## src/rtl/core/drt_pkg.sv

```systemverilog
// shared types, constants and helpers of the dirty row tracker
`default_nettype none

package drt_pkg;

   // default frame height in rows
   localparam int MAX_ROWS_DEF = 4096;

   // dirty bits are stored 32 rows to a memory word
   localparam int WORD_BITS = 32;
   localparam int BIT_W     = 5;
   localparam logic [WORD_BITS-1:0] WORD_ONES = '1;

   // field widths
   localparam int OPERATION_W   = 1;
   localparam int FIRST_ROW_W   = 12;
   localparam int END_ROW_W     = 13;
   localparam int RUN_ROW_W     = 12;
   localparam int RUN_ROWS_W    = 13;
   localparam int WORD_OFFSET_W = 26;
   localparam int WORD_COUNT_W  = 27;
   localparam int ROW_COUNT_W   = 13;
   localparam int WPR_W         = 15;
   localparam int CSR_INDEX_W   = 2;
   localparam int CSR_DATA_W    = 15;

   // reset values of the registers
   localparam logic [ROW_COUNT_W-1:0] ROW_COUNT_RST = 13'd4096;

   // operation codes
   localparam logic [OPERATION_W-1:0] OP_MARK  = 1'b0;
   localparam logic [OPERATION_W-1:0] OP_FLUSH = 1'b1;

   // register indexes
   typedef enum logic [CSR_INDEX_W-1:0] {
      CSR_SHADOW_ENABLED = 2'd0,
      CSR_ROW_COUNT      = 2'd1,
      CSR_WORDS_PER_ROW  = 2'd2
   } csr_index_type;

   // controller to datapath
   typedef struct packed {
      logic clr;
      logic acc_mark;
      logic acc_flush;
      logic rd;
      logic rd_next;
      logic mk_wr;
      logic scan;
      logic run;
      logic len;
      logic load_run;
      logic load_done;
   } dp_cmd_type;

   // datapath to controller
   typedef struct packed {
      logic enabled;
      logic is_flush;
      logic mk_ok;
      logic fl_skip;
      logic fl_live;
      logic clr_last;
      logic last_word;
      logic scan_hit;
      logic run_cont;
   } dp_sts_type;

   // index of the lowest set bit, WORD_BITS when none is set
   function automatic logic [BIT_W:0] first_set(input logic [WORD_BITS-1:0] v);
      logic [BIT_W:0] r;
      r = (BIT_W+1)'(WORD_BITS);
      for (int i = WORD_BITS - 1; i >= 0; i--) begin
         if (v[i]) begin
            r = (BIT_W+1)'(i);
         end
      end
      return r;
   endfunction

   // ones from bit lo up to bit hi, both included
   function automatic logic [WORD_BITS-1:0] span_mask(input logic [BIT_W-1:0] lo,
                                                      input logic [BIT_W-1:0] hi);
      logic [BIT_W-1:0] top;
      top = BIT_W'(WORD_BITS - 1) - hi;
      return (WORD_ONES << lo) & (WORD_ONES >> top);
   endfunction

endpackage

`default_nettype wire

```

## src/rtl/core/drt_ctrl.sv

```systemverilog
// controller of the dirty row tracker: sequences clearing, marks and flushes
`default_nettype none

module drt_ctrl (
   input  wire logic                 clock,
   input  wire logic                 reset,
   input  wire logic                 req_valid,
   output logic                      req_ready,
   output logic                      rsp_valid,
   input  wire logic                 rsp_ready,
   input  wire drt_pkg::dp_sts_type  sts,
   output drt_pkg::dp_cmd_type       cmd
);
   import drt_pkg::*;

   typedef enum logic [3:0] {
      ST_CLEAR,
      ST_IDLE,
      ST_MK_RD,
      ST_MK_WR,
      ST_FL_RD,
      ST_FL_SCAN,
      ST_FL_RUN,
      ST_FL_LEN,
      ST_FL_OUT,
      ST_FL_DONE
   } state_type;

   state_type state_ff, state_in;
   logic      rsp_valid_ff, rsp_valid_in;

   always_comb begin
      cmd          = '0;
      state_in     = state_ff;
      rsp_valid_in = rsp_valid_ff && !rsp_ready;
      unique case (state_ff)
         ST_CLEAR: begin
            cmd.clr = 1'b1;
            if (sts.clr_last) begin
               state_in = ST_IDLE;
            end
         end
         ST_IDLE: begin
            if (req_valid && sts.enabled) begin
               if (!sts.is_flush) begin
                  if (sts.mk_ok) begin
                     cmd.acc_mark = 1'b1;
                     state_in     = ST_MK_RD;
                  end
               end else if (!sts.fl_skip) begin
                  if (sts.fl_live) begin
                     cmd.acc_flush = 1'b1;
                     state_in      = ST_FL_RD;
                  end else begin
                     state_in = ST_FL_DONE;
                  end
               end
            end
         end
         ST_MK_RD: begin
            cmd.rd   = 1'b1;
            state_in = ST_MK_WR;
         end
         ST_MK_WR: begin
            cmd.mk_wr = 1'b1;
            if (sts.last_word) begin
               state_in = ST_IDLE;
            end else begin
               cmd.rd_next = 1'b1;
            end
         end
         ST_FL_RD: begin
            cmd.rd   = 1'b1;
            state_in = ST_FL_SCAN;
         end
         ST_FL_SCAN: begin
            cmd.scan = 1'b1;
            if (sts.scan_hit) begin
               state_in = ST_FL_RUN;
            end else if (sts.last_word) begin
               state_in = ST_FL_DONE;
            end else begin
               cmd.rd_next = 1'b1;
            end
         end
         ST_FL_RUN: begin
            cmd.run = 1'b1;
            if (sts.run_cont) begin
               cmd.rd_next = 1'b1;
            end else begin
               state_in = ST_FL_LEN;
            end
         end
         ST_FL_LEN: begin
            cmd.len  = 1'b1;
            state_in = ST_FL_OUT;
         end
         ST_FL_OUT: begin
            if (!rsp_valid_ff || rsp_ready) begin
               cmd.load_run = 1'b1;
               rsp_valid_in = 1'b1;
               state_in     = ST_IDLE;
            end
         end
         ST_FL_DONE: begin
            if (!rsp_valid_ff || rsp_ready) begin
               cmd.load_done = 1'b1;
               rsp_valid_in  = 1'b1;
               state_in      = ST_IDLE;
            end
         end
         default: begin
            state_in = ST_IDLE;
         end
      endcase
   end

   always_ff @(posedge clock) begin
      if (reset) begin
         state_ff     <= ST_CLEAR;
         rsp_valid_ff <= 1'b0;
      end else begin
         state_ff     <= state_in;
         rsp_valid_ff <= rsp_valid_in;
      end
   end

   assign req_ready = (state_ff == ST_IDLE);
   assign rsp_valid = rsp_valid_ff;

endmodule

`default_nettype wire

```

## config.mk

```make
export PLATFORM = sky130hd
export DESIGN_NAME = drt_ctrl
export DESIGN_NICKNAME = d
export VERILOG_FILES = /design/src/rtl/core/drt_pkg.sv /design/src/rtl/core/drt_ctrl.sv
export SDC_FILE = /design/constraint.sdc
export NUM_CORES = 1
export LEC_CHECK = 0
export BUFFER_PORTS_ARGS = -buffer_cell sky130_fd_sc_hd__buf_2
export CORE_MARGIN = 1
export CORE_UTILIZATION = 30
export CTS_CLUSTER_DIAMETER = 120
export CTS_CLUSTER_SIZE = 10
export DETAILED_ROUTE_END_ITERATION = 8
export PLACE_DENSITY = 0.58
export SKIP_CTS_REPAIR_TIMING = 1
export SYNTH_ARGS = -nofsm -noshare
export SYNTH_HDL_FRONTEND = slang
export SYNTH_SLANG_ARGS = --single-unit
```

## constraint.sdc

```tcl
create_clock -name clock -period 3.35 [get_ports clock]
set_input_delay 0.67 -clock clock [delete_from_list [all_inputs] [get_ports clock]]
set_output_delay 0.67 -clock clock [all_outputs]
set_load 0.1 [all_outputs]
```

Word level (Yosys, flattened, before mapping) --
Index checks and enable logic that the tools add are counted.
Word-level totals: logic and storage cells 62, bits in writable memories 0, memories kept 0, bits of input ports 13, bits in latches 0, bits in read-only memories 0, output and inout port bits 13, flip-flop bits (word level) 5
Operators by class: reductions and logical operators 9, add/subtract/negate cells 0, mux-type cells 34, bitwise operators 0, eq/ne operators 17, multipliers 0, shift-type cells 0, order comparisons 0, div/mod/pow operators 0
Operator list (count):
- $mux 4 | 11
- $pmux 4 s9 | 1
- $mux 1 | 19
- $eq 4x3->1 const B | 4
- $eq 4x2->1 const B | 2
- $eq 4x4->1 const B | 2
- $reduce_and 8->1 | 1
- $ne 2x2->1 const B | 3
- $ne 3x3->1 const B | 2
- $eq 4x1->1 const B | 1
- $logic_not 4->1 | 1
- $mux 2 | 2
- $ne 2x1->1 const B | 2
- $reduce_or 2->1 | 2
- $ne 3x1->1 const B | 1
- $pmux 1 s3 | 1
- $logic_and 1x1->1 | 2
- $logic_not 1->1 | 2
- $logic_or 1x1->1 | 1

Depth between registers and ports, before layout --
Gate-level depths: netlist of the first run.
depth after elaboration 5, mapped depth 6, mapped depth without buffers 5

Worst setup path before layout of the first run --
Ideal clock, no wire load.
kind register to output, from register state_ff[0], to output cmd[6] in the netlist's numbering, data required time 2680 ps, slack -1575 ps, path buffers 1, cell stages (with the launch flop) 5, arrival time 4255 ps, cell sequence dfxtp_1 -> buf_4 -> nor4bb_1 -> nand2_1 -> o31ai_2
RTL lines:
- from (decl) | RTL line drt_ctrl.sv:29 | state_type state_ff, state_in;
- from (signal assigned) | RTL line drt_ctrl.sv:123 | state_ff <= state_in;
- to (decl) | RTL line drt_ctrl.sv:12 | output drt_pkg::dp_cmd_type cmd

==> results.json, run 1 <==
{
  "status": "complete, no violations",
  "synthCells": 66,
  "internal_power_uw": 190,
  "track_usage": 0.155,
  "fmax_ghz": 0.338,
  "ys_types": 31,
  "drc": 0,
  "min_path_type": "register to register",
  "seq_area_frac_synth": 0.199,
  "seqPwrFrac": 0.202,
  "synthArstFlopShare": 0,
  "clk_pin_slew_ns": 0.05,
  "setup_viol": 0,
  "powerDensity_nw_per_um2": 640,
  "cts_max_level": 1,
  "slew_headroom": 0.668,
  "worstSetupEndpointType": "primary output",
  "wl_per_cell_um": 12.3,
  "hold_depth": 2,
  "cts.sinks": 5,
  "avgViaCountPerCell": 5.11,
  "finalPower_uw": 444,
  "worstHoldStart": "rsp_valid",
  "multi_input_area_um2": 397,
  "rows": 14,
  "dieArea_um2": 1850,
  "hold_viol_final": 0,
  "hold_end": "rsp_valid",
  "drive_above_1_share": 0.441,
  "grt_pass1_wl_um": 2080,
  "drtPass1Iterations": 3,
  "reg2reg_to": "state_ff[3]",
  "grt_overflow": 0,
  "fin_nets": 107,
  "grt_start_max_net_pins": 17,
  "dp_hpwl_um": 1010,
  "switching_share": 0.572,
  "globalplace.congestion": 0.793,
  "period_needed_ns": 2.96,
  "path_max_fanout": 10,
  "dp_slack_ns": 0.667,
  "io_buffers": 25,
  "clk_root_buffer_cell": "clkbuf_4",
  "crit_arrival_ns": 2.29,
  "fillers": 163,
  "worst_pin_slew_ns": 0.497,
  "synth_edf_count": 0,
  "clockBufferDepth": 2,
  "max_cap_viol_count": 0,
  "antenna_left": 0,
  "p_sw_uw": 254,
  "grt_pass1_vias": 478,
  "final_common_cell": "buf_2",
  "reg2reg_depth": 5,
  "syn_area_per_cell_um2": 7.64,
  "diodes": 0,
  "yosys_warnings": 0,
  "cp-start-kind": "register",
  "rsz0062_at_grt": "no",
  "clock_power_share": 0.166,
  "power_leakage_nw": 0.300,
  "drt-total-wl_um": 1340,
  "synth.ff_latch_count": 5,
  "synth_area_um2": 504,
  "worstSetupPathType": "register to primary output",
  "area_delta_synth_final_pct": 37.7,
  "ys_dominant_reg_cell": "dfxtp_1",
  "grt_antenna_before_repair": 0,
  "final_cell_mix": "buf_2 (25), nand2b_1 (6), a21oi_1 (6), nor2_1 (5), dfxtp_1 (5)",
  "vias": 557,
  "core_area_um2": 1540,
  "seq_area_um2": 100,
  "synth_fp_nets": 79,
  "combPwrFrac": 0.632,
  "die_width_um": 43.0,
  "clock_skew_ns": 0.00634,
  "start_util": 0.327,
  "slew_violations": 0,
  "fin_crit_sh": 0.883,
  "ir_drop_mv": 0.255,
  "worstSkewPairLatency_ns": 0.25,
  "r2r-start": "state_ff[1]",
  "cts_tree": "built",
  "rrSetupSlack_ns": 1.53,
  "cp.required_ns": 2.68,
  "die_h_um": 43.0,
  "boundaryPins": 26,
  "cts_inserted_buffers": 3,
  "initialDrtViolationCount": 7,
  "layout_setup_ws_ns": 0.392
}
-- critical path, stage by stage, from the launching register on --
cell        delay [ns]
dfxtp_1           0.51
nand2b_1          0.15
or3_2             0.49
clkinvlp_4        0.10
nand3_1           0.15
nor3_4            0.19
buf_2             0.44
-- worst max-delay path by stage --
stage | start | to | cells after the start | slack [ns]
after global routing | state_ff[0] | cmd[8] | 6 | 0.30
final | state_ff[0] | cmd[8] | 6 | 0.39
after CTS | state_ff[0] | cmd[8] | 6 | 0.39
after detailed placement | state_ff[0] | cmd[8] | 6 | 0.67
after global placement | state_ff[0] | cmd[8] | 6 | 0.71
after floorplan | state_ff[0] | cmd[6] | 4 | -0.38
-- state kept, by name (all words and copies together) (netlist names) --
name / count
rsp_valid: 1
state_ff: 4
-- Yosys cell counts, types with 2 or more instances --
cell type	count	share of area
nand3b_1	2	0.030
nor3_1	6	0.060
or4_1	3	0.045
dfxtp_1	5	0.20
a21oi_1	6	0.060
nand2b_1	6	0.074
inv_1	4	0.030
nand2_1	4	0.030
nor2_1	6	0.045
buf_2	2	0.020
and3_1	2	0.025
-- cells by family (layout without fill, tap and decap cells) --
logic type | after synthesis | after routing | synth area share
buf+inv | 7 | 34 | 0.0645
simple gates | 38 | 38 | 0.462
flops | 5 | 5 | 0.199
mux | 1 | 1 | 0.0199
compound gates | 14 | 14 | 0.238
xor+xnor | 1 | 1 | 0.0174
-- per-stage QoR --
step	std cells	cell area [um2]	TNS (ns)	hold slack, ns	util
after global routing	109	694	0	0.561	0.450
final	109	694	0	0.521	0.450
after detailed placement	105	668	0	0.521	0.433
after floorplan	66	533	-1.20	0.605	-
after global placement	105	668	0	0.518	0.433
after CTS	109	694	0	0.528	0.450
-- layer usage --
layer / global-route usage / vias up / routed length (um)
li1: - / 294 / -
met1: 0.191 / 243 / 653
met2: 0.242 / 18 / 584
met3: 0.0638 / 2 / 81
met4: 0.0545 / 0 / 16
met5: 0 / - / 0
-- area by class of cell --
| cell class | instances | area share |
|---|---|---|
| Inverter | 4 | 0.0270 |
| Timing Repair Buffer | 26 | 0.191 |
| Multi-Input combinational cell | 54 | 0.571 |
| Clock buffer | 4 | 0.0378 |
| Tap cell | 16 | 0.0288 |
| Sequential cell | 5 | 0.144 |
-- power groups by stage --
stage	sequential (mW)	combinational [mW]	clock, mW
after floorplan	0.0780	0.253	0
final	0.0897	0.281	0.0737
after detailed placement	0.0903	0.281	0
after CTS	0.0890	0.282	0.0758
after global routing	0.0916	0.296	0.0809
after global placement	0.0895	0.279	0
(Power assumes the default switching activity.)
==> run 2, diff against run 1 <==
Settings changed: SETUP_SLACK_MARGIN from default to 0.4.
==> run 2 against run 1 <==
Against the previous run:
- critical path depth stayed put
- critical path type unchanged
- highest routed layer is now met3
- register-to-register slack worse by 0.02 ns
- critical endpoint unchanged
- first-iteration DRC count is 71% higher
- sequential power grew 3.8%
- wire length is essentially flat
- core utilization is 2.3 points higher
- clock skew is 0.0055 ns lower
- count of clock-buffer cells in the layout unchanged
- worst hold slack gained 0.012 ns
==> results.json, run 2 (synthesized netlist as in run 1, its figures left out) <==
{
  "status": "complete, no violations",
  "crit_arrival_ns": 2.13,
  "cts_max_level": 1,
  "fin_nets": 107,
  "switching_share": 0.568,
  "cts_tree": "built",
  "powerDensity_nw_per_um2": 622,
  "period_needed_ns": 2.80,
  "layout_setup_ws_ns": 0.551,
  "fillers": 168,
  "max_cap_viol_count": 0,
  "rows": 14,
  "finalPower_uw": 454,
  "top_register": "state_ff",
  "ir_drop_mv": 0.289,
  "antenna_left": 0,
  "clockBufferDepth": 2,
  "dp_slack_ns": 0.782,
  "stdcell_count": 109,
  "path_max_fanout": 10,
  "clk_root_buffer_cell": "clkbuf_4",
  "drive_above_1_share": 0.473,
  "slowest_stage": "dfxtp_1",
  "grt_start_max_net_pins": 17,
  "drtPass1Iterations": 4,
  "critical_path.top_delay_family": "simple AND/OR/NAND/NOR gates",
  "cp.buffers_inverters": 2,
  "largest_register_ffs": 4,
  "power_leakage_nw": 0.310,
  "cts.sinks": 5,
  "wl_per_cell_um": 12.2,
  "internal_power_uw": 196,
  "initialDrtViolationCount": 12,
  "io_buffers": 25,
  "fin_crit_sh": 0.836,
  "worstSetupEndpointType": "primary output",
  "drt-total-wl_um": 1340,
  "place_area_um2": 703,
  "fmax_ghz": 0.357,
  "grt_antenna_before_repair": 0,
  "clock_power_share": 0.152,
  "cts_inserted_buffers": 3,
  "start_util": 0.327,
  "utilization": 0.473,
  "grt_pass1_wl_um": 2090,
  "slew_headroom": 0.637,
  "critPathMaxStageDelay_ns": 0.55,
  "design_area_um2": 729,
  "final_common_cell": "buf_2",
  "cp_cell_sequence": "nand2b_1, or3_4, clkinvlp_4, nand3_4, nor3_4, buf_2",
  "min_path_type": "register to register",
  "final_cell_mix": "buf_2 (25), nand2b_1 (6), a21oi_1 (6), nor2_1 (5), dfxtp_1 (5)",
  "rsz0062_at_grt": "no",
  "area_delta_synth_final_pct": 44.7,
  "cp-start-kind": "register",
  "p_sw_uw": 257,
  "whs_ns": 0.533,
  "die_h_um": 43.0,
  "core_area_um2": 1540,
  "boundaryPins": 26,
  "dieArea_um2": 1850,
  "drc": 0,
  "combPwrFrac": 0.642,
  "setup_tns_ns": 0,
  "seqPwrFrac": 0.205,
  "dp.cells": 105,
  "vias": 564,
  "avgViaCountPerCell": 5.17,
  "grt_pass1_vias": 486,
  "die_width_um": 43.0,
  "worstSkewPairLatency_ns": 0.24,
  "clk_pin_slew_ns": 0.04,
  "hold_viol_final": 0,
  "dp_hpwl_um": 1010,
  "worst_pin_slew_ns": 0.543,
  "slew_violations": 0,
  "grt_overflow": 0,
  "diodes": 0,
  "worstSetupPathType": "register to primary output",
  "clock_skew_ns": 0.000818,
  "cp.required_ns": 2.68,
  "globalplace.congestion": 0.693,
  "setup_viol": 0,
  "track_usage": 0.149,
  "rrSetupSlack_ns": 1.51
}
## run 2: cell counts in the layout (fill, tap and decap cells not counted)
Identical to the previous run, type by type.
## run 2: worst reg2reg max path, stage by stage (launching register included)
cell     delay [ns]
dfxtp_1        0.65
nor2_1         0.14
mux2i_1        0.19
o31ai_2        0.13
or4_1          0.52
a21oi_1        0.14
## run 2: metal layers
layer  vias to the layer above  part of all wire  track usage
met3                         0             0.057       0.0553
met5                         -                 0            0
met4                         0                 0       0.0364
li1                        292                 -            -
met1                       253              0.50        0.204
met2                        19              0.44        0.221
## run 2: path summary, 6_finish.rpt
check,start,endpoint,depth (start not counted)
setup / recovery,state_ff[0],cmd[8],6
hold reg to reg,rsp_valid,rsp_valid,2
setup reg to reg,state_ff[1],state_ff[3],5
hold / removal,rsp_valid,rsp_valid,2
## run 2: cell type report
cell class | count | area (um2) | share of cell area
Multi-Input combinational cell | 54 | 432 | 0.592
Inverter | 4 | 18.8 | 0.0257
Sequential cell | 5 | 100 | 0.137
Tap cell | 16 | 20.0 | 0.0274
Timing Repair Buffer | 26 | 133 | 0.182
Clock buffer | 4 | 26.3 | 0.0360
## run 2: power groups by stage
stage | Combinational [mW] | Sequential, mW | Clock [mW]
after global routing | 0.307 | 0.0954 | 0.0776
after detailed placement | 0.293 | 0.0930 | 0
after CTS | 0.293 | 0.0920 | 0.0728
after global placement | 0.292 | 0.0927 | 0
final | 0.291 | 0.0931 | 0.0691
after floorplan | 0.266 | 0.0787 | 0
==> run 3, diff against run 2 <==
Settings changed: ABC_AREA from default to 1, PLACE_DENSITY 0.58 to 0.57.
Clock period 3.35 ns to 2.9 ns, I/O delays scaled along.
==> run 3 against run 2 <==
Against the previous run:
- synthesized cell count up 39%
- sequential cell count did not move
- core utilization is 0.38 points higher
- sequential share of layout area up 0.088 points
- count of clock-buffer cells in the layout unchanged
- setup slack better by 0.022 ns
- highest routed layer unchanged
==> results.json, run 3 <==
{
  "cts_tree": "built",
  "yosysTopAreaCellShare": 0.188,
  "crit_arrival_ns": 1.75,
  "clk_root_buffer_cell": "clkbuf_4",
  "fillers": 168,
  "setup_viol": 0,
  "status": "complete, no violations",
  "fmax_ghz": 0.430,
  "seq_area_frac_synth": 0.188,
  "ys_dominant_reg_cell": "dfxtp_1",
  "cp.buffers_inverters": 1,
  "critPathMaxStageDelay_ns": 0.53,
  "min_path_type": "primary input to register",
  "io_buffers": 25,
  "period_needed_ns": 2.33,
  "synthArstFlopShare": 0,
  "fin_crit_sh": 0.802,
  "die_width_um": 44.1,
  "wl_per_cell_um": 9.84,
  "synth_edf_count": 0,
  "clock_skew_ns": 0.00294,
  "synth_area_um2": 532,
  "grt_overflow": 0,
  "worst_pin_slew_ns": 0.489,
  "multi_input_area_um2": 415,
  "avgViaCountPerCell": 4.71,
  "grt_start_max_net_pins": 9,
  "synthTopCellsByCount": "nand2_1 (19), nor2_1 (16), inv_1 (13)",
  "synthCells": 92,
  "cp_cell_sequence": "nand2_4, nor2_4, nand2_2, nor3_4, buf_2",
  "track_usage": 0.158,
  "diodes": 0,
  "dieArea_um2": 1940,
  "syn_area_per_cell_um2": 5.78,
  "area_delta_synth_final_pct": 41.4,
  "setup_tns_ns": 0,
  "start_util": 0.337,
  "largest_register_ffs": 4,
  "core_area_um2": 1580,
  "max_cap_viol_count": 0,
  "final_cell_mix": "buf_2 (25), nand2_1 (17), nor2_1 (16), inv_1 (11)",
  "cp-start-kind": "register",
  "clk_pin_slew_ns": 0.04,
  "drive_above_1_share": 0.458,
  "path_max_fanout": 8,
  "synth_area_leader_cell": "dfxtp_1",
  "cp.required_ns": 2.32,
  "dp_hpwl_um": 1140,
  "critical_path.top_delay_family": "simple AND/OR/NAND/NOR gates",
  "drtPass1Iterations": 6,
  "drt-total-wl_um": 1340,
  "vias": 641,
  "yosysMostFrequentCell": "nand2_1",
  "synth_fp_nets": 105,
  "final_common_cell": "buf_2",
  "ys_types": 17,
  "slew_violations": 0,
  "clockBufferDepth": 2,
  "cp.depth": 5,
  "worstSkewPairLatency_ns": 0.24,
  "rsz0062_at_grt": "no",
  "antenna_left": 0,
  "utilization": 0.477,
  "cts.sinks": 5,
  "cts_inserted_buffers": 3,
  "worstSetupEndpointType": "primary output",
  "grt_antenna_before_repair": 0,
  "synth_area_leaders": "dfxtp_1 (19%), nand2_1 (13%), nor2_1 (11%)",
  "fin_nets": 134,
  "initialDrtViolationCount": 7,
  "globalplace.congestion": 0.769,
  "drc": 0,
  "top_register": "state_ff",
  "grt_pass1_wl_um": 2330,
  "hold_viol_final": 0,
  "dp.cells": 132,
  "rows": 14,
  "boundaryPins": 26,
  "slew_headroom": 0.676,
  "yosys_warnings": 0,
  "die_h_um": 44.1,
  "worstSetupPathType": "register to primary output",
  "synth.ff_latch_count": 5,
  "reg2reg_depth": 7,
  "stdcell_count": 136,
  "seq_area_um2": 104,
  "hold_depth": 2,
  "grt_pass1_vias": 584,
  "slowest_stage": "dfxtp_1",
  "cts_max_level": 1
}
## run 3: cell count changes after synthesis, moves of 4 or more
cell / delta
nand2_1: +15
nor2_1: +10
inv_1: +9
nand2b_1: -6
nand2_2: +4
nand3_1: +4
nand4_1: +4
## run 3: cells by family (layout without fill, tap and decap cells)
| family | after synthesis | count (layout) | synth area share |
|---|---|---|---|
| buffers and inverters | 16 | 44 | 0.127 |
| AOI/OAI and AO/OA | 6 | 6 | 0.0635 |
| and+or+nand+nor | 65 | 65 | 0.621 |
| DFF | 5 | 5 | 0.188 |
## run 3: area by class of cell
type | count | area share
well taps | 16 | 0.0266
clock buffers | 4 | 0.0349
inverters | 15 | 0.0815
repair buffers | 25 | 0.166
multi-input cells | 71 | 0.552
flip-flops and latches | 5 | 0.138
## run 3: worst reg2reg max path, stage by stage (launching register included)
cell and delay (ns):
dfxtp_1 0.53, inv_1 0.22, nor2_1 0.17, nand4_1 0.10, nand2_1 0.12, nor2_4 0.07
a21oi_1 0.12, nor2_1 0.06
## run 3: through the flow
stage                     hold slack (ns)  setup slack (ns)  cell area [um2]
after detailed placement            0.522             0.827              726
after global placement              0.512             0.865              726
final                               0.518             0.573              752
after floorplan                     0.493            -0.171              592
after CTS                           0.506             0.563              752
after global routing                0.510             0.483              752
## run 3: final timing paths
kind / to / from / slack [ns]
min reg2reg: state_ff[3] / state_ff[3] / 0.53
max: cmd[9] / state_ff[0] / 0.57
min: rsp_valid / reset / 0.52
max reg2reg: state_ff[0] / state_ff[0] / 1.40
## run 3: layer usage
layer	global-route usage	wire length, um	part of all wire
met5	0	0	0
met4	0.0545	0	0
met3	0.0367	46	0.034
met2	0.256	665	0.50
met1	0.206	625	0.47
Power of run 3 is left out: the tool's default activity adds up to more than one toggle a clock period on the data nets, which glitch-free logic cannot reach.
